`src/rtl/dsu_pkg.sv`:
```
// Shared types and constants of the disjoint-set union engine.
// Used by the controller, the datapath and the top level; depends on nothing.
package dsu_pkg;

  // Default number of elements in the table.
  localparam int ELEMENTS_DEF = 4096;

  // Fixed widths of the word fields.
  localparam int IN_W   = 12;
  localparam int SIZE_W = 13;

  // Largest set size the size table can hold.
  localparam logic [SIZE_W-1:0] SIZE_MAX = {SIZE_W{1'b1}};

  // Commands from the controller to the datapath.
  typedef struct packed {
    logic clear_step;   // write one reset entry of both tables
    logic latch_in;     // capture the accepted word
    logic sel_y;        // current find works on y rather than x
    logic walk_begin;   // load the walk pointer with the start element
    logic walk_step;    // follow the parent just read
    logic set_top;      // the current node is the root
    logic compress_wr;  // point the current node straight at the root
    logic save_root;    // store the root of the current find
    logic size_rd_y;    // read the size of y's root, capture x's size
    logic finish;       // link if needed and present the result
  } dp_cmd_t;

  // Status from the datapath to the controller.
  typedef struct packed {
    logic clear_last;   // clearing pass is at its last entry
    logic node_is_root; // parent just read equals the node itself
    logic node_at_top;  // second walk has reached the root
  } dp_sts_t;

endpackage

```
`src/rtl/dsu_ctrl.sv`:
```
// Controller state machine of the disjoint-set union engine.
// Depends on dsu_pkg for the command and status structs.
module dsu_ctrl (
  input  logic              clk,
  input  logic              rst_n,
  input  logic              start,
  output logic              busy,
  input  dsu_pkg::dp_sts_t  sts,
  output dsu_pkg::dp_cmd_t  cmd
);

  localparam logic [3:0] S_CLEAR    = 4'd0;
  localparam logic [3:0] S_IDLE     = 4'd1;
  localparam logic [3:0] S_W1_BEGIN = 4'd2;
  localparam logic [3:0] S_W1       = 4'd3;
  localparam logic [3:0] S_W2_BEGIN = 4'd4;
  localparam logic [3:0] S_W2       = 4'd5;
  localparam logic [3:0] S_SZ_X     = 4'd6;
  localparam logic [3:0] S_SZ_Y     = 4'd7;
  localparam logic [3:0] S_UPD      = 4'd8;

  logic [3:0] state_r, state_nxt;
  logic       sel_y_r, sel_y_nxt;

  // State and find selector registers.
  always_ff @(posedge clk) begin
    if (!rst_n) begin
      state_r <= S_CLEAR;
      sel_y_r <= 1'b0;
    end else begin
      state_r <= state_nxt;
      sel_y_r <= sel_y_nxt;
    end
  end

  assign busy = (state_r != S_IDLE);

  // Next state and datapath commands.
  always_comb begin
    state_nxt = state_r;
    sel_y_nxt = sel_y_r;
    cmd       = '0;
    cmd.sel_y = sel_y_r;
    case (state_r)
      S_CLEAR: begin
        cmd.clear_step = 1'b1;
        if (sts.clear_last) begin
          state_nxt = S_IDLE;
        end
      end
      S_IDLE: begin
        if (start) begin
          cmd.latch_in = 1'b1;
          sel_y_nxt    = 1'b0;
          state_nxt    = S_W1_BEGIN;
        end
      end
      S_W1_BEGIN: begin
        cmd.walk_begin = 1'b1;
        state_nxt      = S_W1;
      end
      S_W1: begin
        if (sts.node_is_root) begin
          cmd.set_top = 1'b1;
          state_nxt   = S_W2_BEGIN;
        end else begin
          cmd.walk_step = 1'b1;
        end
      end
      S_W2_BEGIN: begin
        cmd.walk_begin = 1'b1;
        state_nxt      = S_W2;
      end
      S_W2: begin
        if (sts.node_at_top) begin
          cmd.save_root = 1'b1;
          if (sel_y_r) begin
            state_nxt = S_SZ_X;
          end else begin
            sel_y_nxt = 1'b1;
            state_nxt = S_W1_BEGIN;
          end
        end else begin
          cmd.compress_wr = 1'b1;
          cmd.walk_step   = 1'b1;
        end
      end
      S_SZ_X: begin
        state_nxt = S_SZ_Y;
      end
      S_SZ_Y: begin
        cmd.size_rd_y = 1'b1;
        state_nxt     = S_UPD;
      end
      S_UPD: begin
        cmd.finish = 1'b1;
        state_nxt  = S_IDLE;
      end
      default: begin
        state_nxt = S_IDLE;
      end
    endcase
  end

endmodule

```
`config.mk`:
```
export PLATFORM = sky130hd
export DESIGN_NAME = dsu_ctrl
export DESIGN_NICKNAME = d
export VERILOG_FILES = /design/src/rtl/dsu_pkg.sv /design/src/rtl/dsu_ctrl.sv
export SDC_FILE = /design/constraint.sdc
export NUM_CORES = 1
export LEC_CHECK = 0
export BUFFER_PORTS_ARGS = -buffer_cell sky130_fd_sc_hd__buf_2
export CAP_MARGIN = 20
export CORE_AREA = 4 4 41 43
export CTS_BUF_LIST = sky130_fd_sc_hd__clkbuf_16
export CTS_CLUSTER_SIZE = 30
export DETAILED_ROUTE_END_ITERATION = 10
export DIE_AREA = 0 0 45 47
export MAX_ROUTING_LAYER = met4
export PLACE_DENSITY_LB_ADDON = 0.15
export SETUP_SLACK_MARGIN = 0.3
export SYNTH_ARGS = -nofsm -noshare
export SYNTH_HDL_FRONTEND = slang
export SYNTH_SLANG_ARGS = --single-unit
```
`constraint.sdc`:
```
create_clock -name clk -period 2 [get_ports clk]
set_input_delay 0.3 -clock clk [delete_from_list [all_inputs] [get_ports clk]]
set_output_delay 0.3 -clock clk [all_outputs]
set_load 0.05 [all_outputs]
```
==> flow_summary.json, run 1 <==
{
  "fin_nets": 71,
  "grtUsageTotal_pct": 9.967,
  "multi_input_area_um2": 266.5,
  "holdPathStages": 2,
  "grt_overflow": 0,
  "vias": 387,
  "period_needed_ns": 1.640,
  "antenna_found_initial": 0,
  "synth_top_area_cell": "dfxtp_1",
  "syn2layout_area_growth_pct": 66.78,
  "maxSlewViolCount": 0,
  "tritoncts": "yes",
  "rsz0062_at_grt": "no",
  "cap_violations": 0,
  "insertion_delay_ns": 0.23,
  "diodes": 0,
  "setup_ws_ns": 0.3603,
  "hold_viol": 0,
  "avgSynthCellArea_um2": 7.698,
  "coreArea_um2": 1301,
  "synthCells": 46,
  "routedWlPerCell_um": 11.54,
  "worstSetupEndpointType": "output port",
  "crit-reg2reg-launch": "state_r[2]$_SDFFE_PN0P_",
  "dieArea_um2": 2115,
  "initial_core_util_pct": 27.21,
  "mostFrequentLayoutCells": "buf_2 (11), buf_4 (4)",
  "startpoint_type": "register",
  "cp_data_required_time_ns": 1.70,
  "finClkSkew_ns": 0.0001505,
  "rr_endpoint": "state_r[2]$_SDFFE_PN0P_",
  "fill_cells": 140,
  "die_w_um": 45,
  "hold_path.class": "in2reg",
  "yosysWarnings": 0,
  "grt_first_pass_wirelength_um": 1428,
  "vdd_drop_max_v": 0.0005169,
  "rrSetupSlack_ns": 0.63,
  "post-route-util_pct": 45.38,
  "cts_sinks": 5,
  "ios": 17,
  "synthesis.area_um2": 354.1,
  "rows": 13,
  "final_common_cell": "buf_2",
  "drt_first_pass_iters": 3,
  "routed_wirelength_um": 912,
  "final_layout_size_suffix_gt1_share_pct": 51.56,
  "synth_seq_cells": 5,
  "synth_cell_types": 27,
  "tightestPinTransition_ns": 0.3008,
  "critical_path_arrival_ns": 1.34,
  "rr_worst_depth": 3,
  "cts.htree.levels": 1,
  "cts_setup_buffers": 0,
  "ys_seq_area_share_pct": 28.27,
  "criticalPathCategory": "reg2out",
  "gp_congestion": 0.7463,
  "hp-start": "rst_n",
  "finalSetupTns_ns": 0,
  "grt_max_degree": 14,
  "drc": 0,
  "synth_top_area_share_pct": 28.27,
  "dp_slack_ns": 0.4279,
  "postCtsHoldBufs": 0,
  "regArea_um2": 107.6,
  "drt_iter0_drc": 6,
  "die_h_um": 47,
  "p_leak_nw": 0.2617,
  "status": "completed",
  "clk_root_buffer_cell": "clkbuf_16",
  "synth_area_leaders": "dfxtp_1 (28%), a32o_1 (5.7%), and3_1 (5.3%)",
  "powerDensity_nw_per_um2": 913.5,
  "ant_nets": 0,
  "vias_per_cell": 4.899,
  "finalCritPeriodShare_pct": 81.98,
  "p_total_uw": 539.5,
  "setup_violations": 0,
  "io_buffers": 16,
  "clkTransAtPathRegs_ns": 0.03,
  "hold_end": "state_r[3]$_SDFFE_PN0P_",
  "synth_nets": 52,
  "grt_pass1_vias": 332,
  "cts_buffer_depth": 2,
  "worst_slew_margin_rel_pct": 79.92,
  "cp_max_fo": 8,
  "hpwl_um": 708.9,
  "numCtsBuffers": 3,
  "fmax_ghz": 0.6099
}
==> power by group <==
part	internal [mW]	leakage [nW]	total, mW	switching [mW]
Sequential	0.104	0.0422	0.114	0.00992
Clock	0.259	0.0423	0.321	0.0625
Combinational	0.0372	0.177	0.105	0.0675
==> worst max path at each step <==
stage,end,from,slack [ns],cells past startpoint
after floorplan,cmd[0],state_r[1]$_SDFFE_PN0P_,0.19,2
after global routing,cmd[9],state_r[2]$_SDFFE_PN0P_,0.30,3
after detailed placement,cmd[5],state_r[2]$_SDFFE_PN0P_,0.43,3
final,cmd[9],state_r[2]$_SDFFE_PN0P_,0.36,3
after CTS,busy,state_r[1]$_SDFFE_PN0P_,0.33,4
after global placement,cmd[5],state_r[2]$_SDFFE_PN0P_,0.40,3
==> Yosys cell counts <==
cell and number:
a21boi_1 1, a21oi_1 1, a31oi_1 1, a32o_1 2
and2_1 1, and3_1 3, and4_1 1, buf_2 2
buf_4 1, clkbuf_1 1, dfxtp_1 5, inv_1 2
mux2_4 1, nand2_1 3, nand2b_1 1, nor2_1 4
nor2b_1 2, nor3_1 2, nor3b_1 2, nor4_1 1
nor4b_1 1, o211ai_1 1, o21ai_0 3, or2_2 1
or3_1 1, or3b_1 1, xnor2_1 1
==> cell families after synthesis <==
kind of cell | Yosys count | share of synthesized area, %
simple gates | 24 | 39.58
compound gates | 9 | 17.31
buf+inv | 6 | 8.128
flops | 5 | 28.27
xor+xnor | 1 | 2.474
mux | 1 | 4.239
==> worst max-delay path: stages, from the launching register on <==
cell	delay (ns)
dfxtp_4	0.36
buf_4	0.16
nor4_2	0.26
buf_2	0.32
==> flip-flops by register name, summed over array words and instances, names as in the netlist <==
register  count
sel_y_r       1
state_r       4
==> routing by layer <==
| layer | GRT usage, % | share of wire (%) |
|---|---|---|
| met1 | 13.24 | 50 |
| met2 | 12.15 | 43 |
| met3 | 2.299 | 5.0 |
| met4 | 8.772 | 1.6 |
| met5 | - | 0 |
==> through the flow <==
| stage | instance area, um2 | hold WS [ns] | instances |
|---|---|---|---|
| after floorplan | 385.4 | 0.4217 | 46 |
| after global placement | 478.0 | 0.5715 | 75 |
| after detailed placement | 478.0 | 0.5622 | 75 |
| after CTS | 569.3 | 0.3415 | 79 |
| after global routing | 590.6 | 0.3805 | 79 |
| final | 590.6 | 0.3416 | 79 |
==> cell type report <==
cell class              instances  area share, %
flip-flops and latches          5          18.22
clock buffers                   3          12.71
clock inverters                 1         0.6356
repair buffers                 18          18.86
inverters                       2          1.271
well taps                      15          3.178
multi-input cells              35          45.13
==> repair_timing <==
action	4_1_cts	5_1_grt
resized for setup	6	7
endpoints found under the setup margin	6	5
pin swaps	0	1
No activity file was read; power rests on OpenSTA's default activity.
==> run 2: changes to the inputs <==
--- a/config.mk
+++ b/config.mk
@@ -5,6 +5,7 @@
 export SDC_FILE = /design/constraint.sdc
 export NUM_CORES = 1
 export LEC_CHECK = 0
+export ABC_AREA = 1
 export BUFFER_PORTS_ARGS = -buffer_cell sky130_fd_sc_hd__buf_2
 export CAP_MARGIN = 20
 export CORE_AREA = 4 4 41 43
==> constraint.sdc (replaced) <==
create_clock -name clk -period 1.55 [get_ports clk]
set_input_delay 0.2325 -clock clk [delete_from_list [all_inputs] [get_ports clk]]
set_output_delay 0.2325 -clock clk [all_outputs]
set_load 0.05 [all_outputs]
==> flow_summary.json, run 2 <==
{
  "post-route-util_pct": 77.02,
  "startpoint_type": "register",
  "largest_reg_flops": 4,
  "hold_viol": 0,
  "clk_root_buffer_cell": "clkbuf_16",
  "rsz0062_at_grt": "yes",
  "antenna_found_initial": 0,
  "routedWlPerCell_um": 13.66,
  "syn2layout_area_growth_pct": 153.5,
  "worstSetupEndpointType": "output port",
  "cts_buffer_depth": 2,
  "setup_violations": 0,
  "fin_area_um2": 1002,
  "synthCells": 65,
  "gp_congestion": 0.6867,
  "fmax_ghz": 0.6670,
  "synth-async-reset-ratio_pct": 0,
  "synth_top_area_share_pct": 25.32,
  "critical_path_arrival_ns": 1.27,
  "synth_top_area_cell": "dfxtp_1",
  "tightestPinTransition_ns": 0.2539,
  "die_h_um": 47,
  "ys_seq_area_share_pct": 25.32,
  "powerDensity_nw_per_um2": 2150,
  "cp_slowest_stage_delay_ns": 0.37,
  "largest_register": "state_r",
  "synth_cell_types": 15,
  "grt_first_pass_wirelength_um": 2525,
  "yosysWarnings": 0,
  "setup_ws_ns": 0.05066,
  "finalCritPeriodShare_pct": 96.73,
  "grt_overflow": 0,
  "clkTransAtPathRegs_ns": 0.03,
  "grtUsageTotal_pct": 17.01,
  "diodes": 0,
  "drt_iter0_drc": 11,
  "critPathLaunch": "state_r[0]$_SDFFE_PN0P_",
  "vdd_drop_max_v": 0.001081,
  "avgSynthCellArea_um2": 6.083,
  "whs_ns": 0.2596,
  "die_w_um": 45,
  "numCtsBuffers": 3,
  "postCtsHoldBufs": 0,
  "p_leak_nw": 0.4685,
  "fin_nets": 114,
  "crit_path_cell_trace": "inv_4 -> nor2_4 -> buf_6 -> buf_12 -> nand2_8 -> nor2_4 -> buf_8",
  "synthesis.area_um2": 395.4,
  "drt_first_pass_iters": 4,
  "grt_pass1_vias": 604,
  "initial_core_util_pct": 30.38,
  "grt_max_degree": 7,
  "vias": 576,
  "p_total_mw": 2.155,
  "vias_per_cell": 4.721,
  "ant_nets": 0,
  "insertion_delay_ns": 0.23,
  "cap_violations": 0,
  "crit_path_end": "cmd[8]",
  "hpwl_um": 796.9,
  "finClkSkew_ns": 0.001850,
  "drc": 0,
  "mostFrequentLayoutCells": "buf_4 (19), nor2_4 (10), inv_1 (7), buf_6 (7)",
  "io_buffers": 16,
  "cts.htree.levels": 1,
  "ys.flop_type": "dfxtp_1",
  "rrSetupSlack_ns": 0.16,
  "cp_data_required_time_ns": 1.32,
  "synth_area_leaders": "dfxtp_1 (25%), inv_1 (12%), nor2_1 (12%)",
  "rr_worst_depth": 11,
  "place_area_um2": 560.5,
  "worst_slew_margin_rel_pct": 83.19,
  "hold_path.class": "in2reg",
  "synth_edf_count": 0,
  "cpMostUsedCell": "nor2_4",
  "fin_cells": 122,
  "ios": 17,
  "dieArea_um2": 2115,
  "period_needed_ns": 1.499,
  "synth_nets": 71,
  "finalSetupTns_ns": 0,
  "status": "completed",
  "dp.cells": 95,
  "synthTopCellsByCount": "inv_1 (13), nor2_1 (13), nand2_1 (9)",
  "cp_max_fo": 2,
  "rr_endpoint": "state_r[2]$_SDFFE_PN0P_",
  "synth_seq_cells": 5,
  "coreArea_um2": 1301,
  "slowest_stage": "dfxtp_4",
  "reg_top3": "state_r (4), sel_y_r (1)",
  "crit-reg2reg-launch": "state_r[0]$_SDFFE_PN0P_",
  "cts_sinks": 5,
  "rows": 13,
  "dp_slack_ns": 0.1499,
  "tritoncts": "yes",
  "criticalPathCategory": "reg2out",
  "maxSlewViolCount": 0,
  "final_common_cell": "buf_4",
  "routed_wirelength_um": 1667,
  "final_layout_size_suffix_gt1_share_pct": 73.83
}
## run 2: routing by layer
layer | share of wire, % | vias to the layer above | global-route usage [%]
met1 | 39 | 271 | 17.16
met5 | 0 | - | -
met2 | 54 | 17 | 31.07
li1 | - | 282 | -
met4 | 2.3 | 0 | 9.357
met3 | 4.5 | 6 | 2.682
## run 2: area by class of cell
class                      instances  area, um2
clock inverter                     1      3.754
inverter                          15      72.57
timing repair buffer              39      366.6
clock buffer                       3      75.07
sequential                         5      115.1
multi-input combinational         44      350.3
tap                               15      18.77
fill                              82      299.0
## run 2: power breakdown
group          switching, mW  leakage (nW)  internal [mW]  total [mW]
sequential            0.0748        0.0437          0.185       0.260
combinational          0.816         0.383          0.665        1.48
clock                 0.0802        0.0423          0.334       0.414
## run 2: cells by family (layout without fill, tap and decap cells)
family | after synthesis | after routing | synth area share [%]
buffers and inverters | 16 | 58 | 16.46
flip-flops | 5 | 5 | 25.32
AND/OR/NAND/NOR | 37 | 37 | 49.37
AO/OA/AOI/OAI | 7 | 7 | 8.860
## run 2: worst min path at each step
stage,cells past startpoint,slack [ns],endpoint,from
floorplan,2,0.34,state_r[2]$_SDFFE_PN0P_,rst_n
global placement,2,0.49,sel_y_r$_SDFFE_PN0P_,sel_y_r$_SDFFE_PN0P_
detailed placement,2,0.49,sel_y_r$_SDFFE_PN0P_,sel_y_r$_SDFFE_PN0P_
CTS,3,0.26,state_r[1]$_SDFFE_PN0P_,rst_n
global route,3,0.26,state_r[1]$_SDFFE_PN0P_,rst_n
finish,3,0.26,state_r[1]$_SDFFE_PN0P_,rst_n
## run 2: timing repair
item | CTS | global route
resized for setup | 34 | 17
setup buffers | 16 | 7
pin swaps | 8 | 12
setup endpoints to repair | 10 | 14
## run 2: critical path: cells and delay by family (launching register included)
family | cells | cell delay [ns]
buffers and inverters | 4 | 0.42
and+or+nand+nor | 3 | 0.24
DFF | 1 | 0.37
==> run 3: changes to the inputs <==
==> constraint.sdc (replaced) <==
create_clock -name clk -period 1.36 [get_ports clk]
set_input_delay 0.204 -clock clk [delete_from_list [all_inputs] [get_ports clk]]
set_output_delay 0.204 -clock clk [all_outputs]
set_load 0.05 [all_outputs]
==> flow_summary.json, run 3 (synthesized netlist as in run 2, its figures left out) <==
{
  "switching_share_pct": 46.59,
  "wl_met2_um": 782,
  "seqPwrFrac_pct": 13.2,
  "wl_met1_um": 535,
  "grt_overflow": 0,
  "finalCritPeriodShare_pct": 105.0,
  "largest_reg_flops": 4,
  "reg_top3": "state_r (4), sel_y_r (1)",
  "rsz0062_at_grt": "yes",
  "cp_slowest_stage_delay_ns": 0.36,
  "dp_slack_ns": 0.01735,
  "fin_cells": 113,
  "finClkSkew_ns": 0.001815,
  "powerDensity_nw_per_um2": 2465,
  "diodes": 0,
  "dp.cells": 99,
  "die_h_um": 47,
  "p_comb_share_pct": 65.5,
  "gp_congestion": 0.7158,
  "setup_violations": 7,
  "vias": 509,
  "criticalPathCategory": "reg2out",
  "hpwl_um": 945.2,
  "status": "finished, violations left",
  "p_sw_mw": 1.045,
  "maxSlewViolCount": 0,
  "largest_register": "state_r",
  "rows": 13,
  "die_w_um": 45,
  "drt_first_pass_iters": 2,
  "ios": 17,
  "wl_met3_um": 68,
  "drc": 0,
  "failed_checks": "negative setup slack",
  "grtUsageTotal_pct": 15.22,
  "crit_path_cell_trace": "inv_4 -> nor2_4 -> nand3_2 -> clkinvlp_4 -> buf_4",
  "rrSetupSlack_ns": 0.04,
  "drt_iter0_drc": 1,
  "routedWlPerCell_um": 12.50,
  "cts_sinks": 5,
  "insertion_delay_ns": 0.23,
  "final_common_cell": "buf_4",
  "dieArea_um2": 2115,
  "critical_path_arrival_ns": 1.22,
  "vias_per_cell": 4.504,
  "worst_slew_margin_rel_pct": 87.26,
  "grt_pass1_vias": 504,
  "mostFrequentLayoutCells": "buf_4 (12), nor2_4 (10), buf_6 (10)",
  "coreArea_um2": 1301,
  "ant_nets": 0,
  "tritoncts": "yes",
  "fmax_ghz": 0.7000,
  "routed_wirelength_um": 1413,
  "setup_ws_ns": -0.06866,
  "cp_data_required_time_ns": 1.16,
  "startpoint_type": "register",
  "numCtsBuffers": 3,
  "p_int_mw": 1.198,
  "cp_max_fo": 4,
  "tightestPinTransition_ns": 0.1891,
  "p_clk_share_pct": 21.4,
  "cts_buffer_depth": 2,
  "antenna_found_initial": 0,
  "syn2layout_area_growth_pct": 130.1,
  "cts.htree.levels": 1,
  "fin_nets": 105,
  "clkTransAtPathRegs_ns": 0.03,
  "clk_root_buffer_cell": "clkbuf_16",
  "vdd_drop_max_v": 0.001344,
  "hold_viol": 0,
  "cap_violations": 0,
  "hold_path.class": "in2reg",
  "grt_max_degree": 6,
  "top_layer": "met4",
  "period_needed_ns": 1.429,
  "final_layout_size_suffix_gt1_share_pct": 74.49,
  "worstSetupEndpointType": "output port",
  "io_buffers": 16,
  "initial_core_util_pct": 30.38,
  "postCtsHoldBufs": 0,
  "slowest_stage": "dfxtp_4",
  "grt_first_pass_wirelength_um": 2166,
  "p_leak_nw": 0.4130
}
## run 3: worst paths after layout
path                           startpoint                      end  depth (start not counted)
setup / recovery  state_r[0]$_SDFFE_PN0P_                   cmd[3]                          5
hold / removal                      rst_n  state_r[1]$_SDFFE_PN0P_                          3
setup reg to reg  state_r[0]$_SDFFE_PN0P_  state_r[2]$_SDFFE_PN0P_                          9
hold reg to reg      sel_y_r$_SDFFE_PN0P_     sel_y_r$_SDFFE_PN0P_                          2
## run 3: routing by layer
metal	vias up	track usage [%]
met2	12	25.14
met4	0	10.53
li1	265	-
met5	-	-
met3	3	3.448
met1	229	16.06
## run 3: per-stage QoR
stage | hold WS, ns | util, % | power, mW | TNS [ns] | instance area [um2]
floorplan | 0.3150 | - | 1.104 | 0 | 485.5
global placement | 0.4596 | 46.63 | 1.315 | 0 | 606.8
detailed placement | 0.4653 | 46.63 | 1.322 | 0 | 606.8
CTS | 0.2329 | 65.38 | 2.138 | -0.3692 | 850.8
global route | 0.2401 | 69.90 | 2.377 | -0.8238 | 909.6
finish | 0.2285 | 69.90 | 2.242 | -0.3642 | 909.6
## run 3: power by group through the flow
stage	logic, mW	registers, mW	clock network, mW
final	1.47	0.296	0.479
after global routing	1.57	0.305	0.501
after CTS	1.35	0.299	0.490
after detailed placement	1.03	0.291	0
after global placement	1.03	0.287	0
after floorplan	0.827	0.278	0
## run 3: cell type report
| cell class | instances | area [um2] |
|---|---|---|
| Multi-Input combinational cell | 44 | 349.1 |
| Clock inverter | 1 | 3.754 |
| Fill cell | 101 | 391.6 |
| Inverter | 15 | 75.07 |
| Sequential cell | 5 | 115.1 |
| Timing Repair Buffer | 30 | 272.8 |
| Tap cell | 15 | 18.77 |
| Clock buffer | 3 | 75.07 |
## run 3: critical path, delay by kind of cell (launching register included)
family	cells	cell delay, ns
simple gates	2	0.31
buf+inv	3	0.32
flops	1	0.36
## run 3: repair_timing
item	4_1_cts	5_1_grt
endpoints found under the hold margin	0	0
setup endpoints to repair	15	14
pin swaps	6	8
setup buffers	9	1
cloned	0	0
resized for setup	33	14
